[src/mwab_pkg.sv]
// Shared types, constants and register indexes for the mask wipe alpha blend unit.
package mwab_pkg;

    localparam int unsigned MASK_W    = 16;
    localparam int unsigned FRAC_W    = 17;
    localparam int unsigned MV_W      = 18;
    localparam int unsigned DIV_STEPS = 8;
    localparam int unsigned NUM_W     = FRAC_W + DIV_STEPS;
    localparam int unsigned ADDR_W    = 4;
    localparam int unsigned DATA_W    = 32;

    localparam logic [FRAC_W-1:0] WIDE_UNIT  = 17'd131070;
    localparam logic [7:0]        ALPHA_MAX  = 8'hff;
    localparam logic [7:0]        CHROMA_MID = 8'h80;

    localparam logic [1:0] REG_POSITION = 2'd0;
    localparam logic [1:0] REG_BORDER   = 2'd1;
    localparam logic [1:0] REG_WIDE     = 2'd2;

    typedef struct packed {
        logic [MASK_W-1:0] mask_level;
        logic [7:0]        luma_in;
        logic [7:0]        cb_in;
        logic [7:0]        cr_in;
    } t_pix_in;

    typedef struct packed {
        logic [7:0] alpha_out;
        logic [7:0] luma_out;
        logic [7:0] cb_out;
        logic [7:0] cr_out;
    } t_pix_out;

    typedef struct packed {
        logic [7:0] y;
        logic [7:0] u;
        logic [7:0] v;
    } t_yuv;

    typedef struct packed {
        logic             hidden;
        logic             shown;
        logic [NUM_W-1:0] rem;
        logic [FRAC_W-1:0] den;
        logic [DIV_STEPS-1:0] quo;
        t_yuv             pix;
    } t_div;

endpackage

[src/mask_wipe_alpha_blend_unit.sv]
// Top level of the mask wipe alpha blend unit: register port and pixel pipeline.
//
// Usage:
//   The input channel carries one beat per pixel: a mask sample and a YUV pixel
//   (i_valid, o_stall, i_in). The output channel returns one AYUV beat per
//   input beat, in order (o_valid, i_stall, o_out). The APB port holds the wipe
//   position, the border width and the mask width select; write them while the
//   pipeline is empty.
//   Throughput is one pixel per cycle while the output is not stalled. From the
//   accepting edge to the output beat, one stage loads the window, one classifies
//   the mask, one forms 255 times the offset, eight stages each resolve one alpha
//   bit of a restoring divider, and one register drives the output.
//   The whole pipeline advances together; it holds only while the output beat
//   is valid and stalled, and o_stall then follows i_stall in the same cycle.
//   Synchronous reset clears all valid bits and the configuration registers to zero.
module mask_wipe_alpha_blend_unit (
    input  logic                          i_clk,
    input  logic                          i_rst_n,
    input  logic                          i_valid,
    output logic                          o_stall,
    input  mwab_pkg::t_pix_in             i_in,
    output logic                          o_valid,
    input  logic                          i_stall,
    output mwab_pkg::t_pix_out            o_out,
    input  logic                          psel,
    input  logic                          penable,
    input  logic                          pwrite,
    input  logic [mwab_pkg::ADDR_W-1:0]   paddr,
    input  logic [mwab_pkg::DATA_W-1:0]   pwdata,
    output logic [mwab_pkg::DATA_W-1:0]   prdata,
    output logic                          pready
);
    import mwab_pkg::*;

    localparam int unsigned STAGES = DIV_STEPS + 4;

    logic [15:0]        r_position;
    logic               r_wide;
    logic [15:0]        r_border;
    logic [STAGES-1:0]  r_vld;
    logic               en;
    logic               wr;

    logic [MV_W-1:0]    r_a_mv;
    logic [FRAC_W-1:0]  r_a_lo;
    logic [FRAC_W-1:0]  r_a_hi;
    t_yuv               r_a_pix;

    logic               r_b_hidden;
    logic               r_b_shown;
    logic [FRAC_W-1:0]  r_b_diff;
    logic [FRAC_W-1:0]  r_b_den;
    t_yuv               r_b_pix;

    t_div               r_div [DIV_STEPS+1];
    t_div               n_div [DIV_STEPS+1];
    t_pix_out           r_out;
    t_pix_out           n_out;

    logic [MASK_W-1:0]  m;
    logic [MV_W:0]      lo_raw;
    logic [MV_W-1:0]    hi_raw;
    logic [FRAC_W-1:0]  n_lo;
    logic [FRAC_W-1:0]  n_hi;
    logic [MV_W-1:0]    diff_full;

    assign pready  = 1'b1;
    assign wr      = psel && penable && pwrite;
    assign o_stall = r_vld[STAGES-1] && i_stall;
    assign en      = !o_stall;
    assign o_valid = r_vld[STAGES-1];
    assign o_out   = r_out;

    always_ff @(posedge i_clk) begin
        if (!i_rst_n) begin
            r_position <= '0;
            r_border   <= '0;
            r_wide     <= 1'b0;
        end else if (wr) begin
            unique case (paddr[3:2])
                REG_POSITION: r_position <= pwdata[15:0];
                REG_BORDER:   r_border   <= pwdata[15:0];
                REG_WIDE:     r_wide     <= pwdata[0];
                default: ;
            endcase
        end
    end

    always_comb begin
        unique case (paddr[3:2])
            REG_POSITION: prdata = {16'd0, r_position};
            REG_BORDER:   prdata = {16'd0, r_border};
            REG_WIDE:     prdata = {31'd0, r_wide};
            default:      prdata = '0;
        endcase
    end

    always_comb begin
        m      = r_wide ? i_in.mask_level : {i_in.mask_level[7:0], i_in.mask_level[7:0]};
        lo_raw = {2'b00, r_position, 1'b0} - {3'b000, r_border};
        hi_raw = {1'b0, r_position, 1'b0} + {2'b00, r_border};
        if (lo_raw[MV_W]) begin
            n_lo = '0;
            n_hi = '0;
        end else if (hi_raw > {1'b0, WIDE_UNIT}) begin
            n_lo = WIDE_UNIT;
            n_hi = WIDE_UNIT;
        end else begin
            n_lo = lo_raw[FRAC_W-1:0];
            n_hi = hi_raw[FRAC_W-1:0];
        end
        diff_full = r_a_mv - {1'b0, r_a_lo};
    end

    always_ff @(posedge i_clk) begin
        if (!i_rst_n) begin
            r_vld <= '0;
        end else if (en) begin
            r_vld <= {r_vld[STAGES-2:0], i_valid};
        end
    end

    always_ff @(posedge i_clk) begin
        if (en) begin
            r_a_mv  <= {1'b0, m, 1'b0};
            r_a_lo  <= n_lo;
            r_a_hi  <= n_hi;
            r_a_pix <= '{y: i_in.luma_in, u: i_in.cb_in, v: i_in.cr_in};

            r_b_hidden <= r_a_mv < {1'b0, r_a_lo};
            r_b_shown  <= r_a_mv >= {1'b0, r_a_hi};
            r_b_diff   <= diff_full[FRAC_W-1:0];
            r_b_den    <= r_a_hi - r_a_lo;
            r_b_pix    <= r_a_pix;

            for (int j = 0; j <= DIV_STEPS; j++) begin
                r_div[j] <= n_div[j];
            end
            r_out <= n_out;
        end
    end

    always_comb begin
        logic [NUM_W-1:0] trial;
        n_div[0].hidden = r_b_hidden;
        n_div[0].shown  = r_b_shown;
        n_div[0].rem    = ({{DIV_STEPS{1'b0}}, r_b_diff} << DIV_STEPS)
                        - {{DIV_STEPS{1'b0}}, r_b_diff};
        n_div[0].den    = r_b_den;
        n_div[0].quo    = '0;
        n_div[0].pix    = r_b_pix;
        for (int j = 0; j < DIV_STEPS; j++) begin
            trial        = {{DIV_STEPS{1'b0}}, r_div[j].den} << (DIV_STEPS - 1 - j);
            n_div[j+1]   = r_div[j];
            n_div[j+1].quo = {r_div[j].quo[DIV_STEPS-2:0], r_div[j].rem >= trial};
            if (r_div[j].rem >= trial) begin
                n_div[j+1].rem = r_div[j].rem - trial;
            end
        end
    end

    always_comb begin
        if (r_div[DIV_STEPS].hidden) begin
            n_out = '{alpha_out: 8'd0, luma_out: 8'd0,
                      cb_out: CHROMA_MID, cr_out: CHROMA_MID};
        end else begin
            n_out.alpha_out = r_div[DIV_STEPS].shown ? ALPHA_MAX : r_div[DIV_STEPS].quo;
            n_out.luma_out  = r_div[DIV_STEPS].pix.y;
            n_out.cb_out    = r_div[DIV_STEPS].pix.u;
            n_out.cr_out    = r_div[DIV_STEPS].pix.v;
        end
    end

    a_stall_needs_beat: assert property (@(posedge i_clk) disable iff (!i_rst_n)
        o_stall |-> o_valid)
        else $error("input stalled without a pending output beat");

    a_ramp_below_max: assert property (@(posedge i_clk) disable iff (!i_rst_n)
        (r_vld[STAGES-2] && !r_div[DIV_STEPS].hidden && !r_div[DIV_STEPS].shown)
        |-> (r_div[DIV_STEPS].quo != ALPHA_MAX))
        else $error("ramp alpha reached full scale");

    a_reset_empty: assert property (@(posedge i_clk) disable iff (!i_rst_n)
        !$past(i_rst_n) |-> !o_valid)
        else $error("output valid right after reset");

endmodule
[config.mk]
export PLATFORM = sky130hd
export DESIGN_NAME = mask_wipe_alpha_blend_unit
export DESIGN_NICKNAME = d
export VERILOG_FILES = /design/src/mwab_pkg.sv /design/src/mask_wipe_alpha_blend_unit.sv
export SDC_FILE = /design/constraint.sdc
export NUM_CORES = 2
export LEC_CHECK = 0
export BUFFER_PORTS_ARGS = -buffer_cell sky130_fd_sc_hd__buf_2
export CAP_MARGIN = 20
export CORE_UTILIZATION = 28
export DETAILED_ROUTE_END_ITERATION = 7
export PLACE_DENSITY = 0.42
export SLEW_MARGIN = 40
export SYNTH_ARGS = -nofsm -noshare
export SYNTH_HDL_FRONTEND = slang
export SYNTH_SLANG_ARGS = --single-unit
[constraint.sdc]
create_clock -name i_clk -period 30.8 [get_ports i_clk]
set_input_delay 0 -clock i_clk [delete_from_list [all_inputs] [get_ports i_clk]]
set_output_delay 0 -clock i_clk [all_outputs]
set_load 0.01 [all_outputs]
==> run_results.csv <==
group,metric,value,unit
run_status,run_status,"finished clean",
routing,postRouteAntennaNets,0,
yosys,synth.top_cell.area_share,0.612,
yosys,synth-xor-area-share,0.0406,
yosys,netlist_instances,2898,
critical_path,r2r_cells,14,
yosys,synth_flop_cell,"edfxtp_1",
critical_path,r2r_slack,26.56,ns
sta,hold_slack,0.0616,ns
yosys,synth_compound_area_frac,0.101,
yosys,synth_fa_ha_area_frac,0.0777,
yosys,synth_common_cells,"761 x edfxtp_1, 247 x inv_1, 223 x nand2_1",
sta,fin_skew,0.0244,ns
critical_path,cp_max_fo,18,
sta,finalCriticalPeriod,4.24,ns
yosys,yosysMostFrequentCell,"edfxtp_1",
clocking,cts_setup_buffers,0,
placement,post_dp_cell_area,40000,µm²
grt,antenna_found_initial,0,
critical_path,worst_path_largest_cell_delay,0.47,ns
yosys,syn_area,37300,µm²
critical_path,cp_top_family,"compound AO/OA/AOI/OAI gates",
worst_hold_path,min_from,"i_in[22]",
floorplan,pin_count,150,
sta,grt_setup_unrepaired,"false",
cells_and_area,nNetsFinal,3451,
sta,drv_slew,0,
sta,finalHoldViolations,0,
floorplan,die_h,367,µm
critical_path,reg2reg_from,"r_position[0]",
cells_and_area,final_area,43600,µm²
yosys,synthArstFlopShare,0,
clocking,cts-root-buf,"clkbuf_16",
floorplan,die_area,135000,µm²
placement,dp_hpwl,49.9,mm
power,pwr_density_cell,98.9,nW/µm²
grt,grt_max_degree,103,
yosys,yosysSeqAreaShare,0.636,
critical_path,worstPathBufferInverterCount,2,
worst_hold_path,hold_path.class,"in -> reg",
yosys,synth_mux_area_frac,0.0129,
grt,gr-total-overflow,0,
routing,drt_pass1_iterations,5,
yosys,ys_ff_latch,806,
yosys,synth_edf_count,761,
critical_path,start_kind,"register",
power,leakagePower,16.8,nW
cells_and_area,antenna_cells,0,
clocking,clk_pin_slew,0.07,ns
sta,fin_setup_tns,0,ns
sta,fmax,236,MHz
sta,worst_slew_pin_slew,0.750,ns
worst_hold_path,holdPathStages,2,
yosys,synth_largest_area_cell,"edfxtp_1",
grt,grt_first_pass_wirelength,114,mm
power,finalPower,4.31,mW
grt,grt_pass1_vias,21600,
yosys,synth_warnings,0,
critical_path,cpMostUsedCell,"a21oi_1",
clocking,cts.sink_count,806,
routing,drtIter0Drc,1172,
sta,slew_headroom,0.493,
clocking,clkLatencyLatePin,0.66,ns
grt,grt_use_total,0.104,
placement,numPortBuffers,114,
yosys,ys_types,80,
routing,vias_per_cell,4.31,
flow_run,cap_violations,0,
critical_path,crit_path_end_kind,"register",
cells_and_area,drive_gt1_frac,0.108,
clocking,htreeDepth,3,
critical_path,r2r-end,"r_a_lo[1]",
routing,drc,0,
sta,setup_viol,0,
routing,wl_per_cell,14.2,µm
floorplan,start_util,0.283,
critical_path,worstPathCellList,"ha_1 -> inv_1 -> fa_1 -> o21bai_1 -> a21oi_1 -> xnor2_1 -> a211oi_1 -> nor4b_1 -> o2111ai_1 -> or4_4 -> a21oi_2 -> nor2b_4 -> clkbuf_16 -> a21oi_1",
clocking,clk_path_buf_depth,3,
floorplan,core_area,132000,µm²
routing,wirelength,70.3,mm
yosys,syn_avg_cell_area,12.9,µm²
floorplan,rows,133,
floorplan,die_width,367,µm
clocking,cts_made_buffers,88,
critical_path,crit_required,31.24,ns
clocking,cts_tree,"done",
routing,vias,21400,
critical_path,cp.arrival,4.68,ns
yosys,netlist_top_cells_area,"edfxtp_1 61%, ha_1 7.2%, xnor2_1 2.5%",
critical_path,critPathKind,"reg -> reg",
worst_hold_path,min_to,"r_a_pix[22]",
placement,gp_congestion,0.800,
yosys,synthSimpleGateAreaFrac,0.0963,
sta,finalCritPeriodShare,0.138,
critical_path,worst_path_max_delay_cell,"dfxtp_1",
power,vdd_drop_max,0.0441,mV
yosys,synth_top_family_by_area,"compound AO/OA/AOI/OAI gates",
cells_and_area,syn_to_final_growth,16.7,%
power breakdown:
part	internal, mW	switching (mW)
clock network	0.556	0.435
registers	1.61	0.154
logic	0.704	0.849
cell usage in the layout (no fill, tap or decap), drive strengths merged, types with 47 or more instances in the layout:
cell type | synthesis | routed
nor2b | 66 | 66
xnor2 | 106 | 106
inv | 248 | 250
nor3 | 57 | 57
nor2 | 189 | 189
o21ai | 135 | 135
buf | 31 | 128
nand2 | 223 | 223
clkbuf | 41 | 110
xor2 | 67 | 67
a21boi | 47 | 47
a21oi | 181 | 181
dlygate4sd3 | 0 | 75
edfxtp | 761 | 761
ha | 216 | 216
routing by layer:
| metal | up-vias | GRT usage | routed length (µm) |
|---|---|---|---|
| met4 | 0 | 0.0424 | 2570 |
| met2 | 269 | 0.179 | 34100 |
| li1 | 11000 | - | - |
| met1 | 9948 | 0.126 | 31500 |
| met5 | - | 0 | 0 |
| met3 | 146 | 0.0208 | 2180 |
stage by stage:
stage               setup WS (ns)   util  std cells
global route                26.15  0.330       4966
finish                      26.56  0.330       4966
CTS                         26.35  0.330       4965
global placement            25.00  0.303       4729
detailed placement          26.39  0.303       4731
floorplan                    8.27      -       2920
cell families after synthesis:
logic type / Yosys count
mux: 45
flops: 806
xor+xnor: 173
compound gates: 585
buf+inv: 320
fa+ha+maj: 226
other cells: 2
simple gates: 741
state kept, by name, indices dropped and copies added (netlist names):
signal,count
n_div,24
o_out,32
r_a_hi,16
r_a_lo,17
r_a_mv,16
r_a_pix,24
r_b_den,16
r_b_diff,17
r_b_hidden,1
r_b_shown,1
r_border,16
r_div,597
r_position,16
r_vld,12
r_wide,1
area by class of cell:
| class | count | area (µm²) |
|---|---|---|
| Clock buffer | 109 | 2320 |
| Clock inverter | 50 | 404 |
| Fill cell | 13200 | 88400 |
| Inverter | 248 | 931 |
| Multi-Input combinational cell | 1794 | 12400 |
| Sequential cell | 806 | 23800 |
| Tap cell | 1755 | 2200 |
| Timing Repair Buffer | 204 | 1530 |
worst max path at each step:
| stage | cells past startpoint | start | slack, ns | endpoint |
|---|---|---|---|---|
| after floorplan | 2 | r_vld[11] | 8.27 | n_div[608] |
| after global placement | 6 | r_vld[11] | 25.00 | r_div[0][413] |
| after detailed placement | 12 | r_border[3] | 26.39 | r_a_lo[1] |
| after CTS | 13 | r_position[0] | 26.35 | r_a_lo[1] |
| after global routing | 6 | r_vld[11] | 26.15 | r_div[0][500] |
| final | 14 | r_position[0] | 26.56 | r_a_lo[1] |
worst register-to-register path, cell delays in order (launching register included):
cell	delay, ns
dfxtp_1	0.47
ha_1	0.21
inv_1	0.05
fa_1	0.41
o21bai_1	0.33
a21oi_1	0.14
xnor2_1	0.18
a211oi_1	0.36
nor4b_1	0.43
o2111ai_1	0.21
or4_4	0.47
a21oi_2	0.17
nor2b_4	0.10
clkbuf_16	0.20
a21oi_1	0.31
timing repair:
item,CTS,global route
setup endpoints to repair,0,0
gates resized for setup,0,0
hold buffers,75,0
hold endpoints to repair,85,0
No activity file was read; power rests on OpenSTA's default activity.
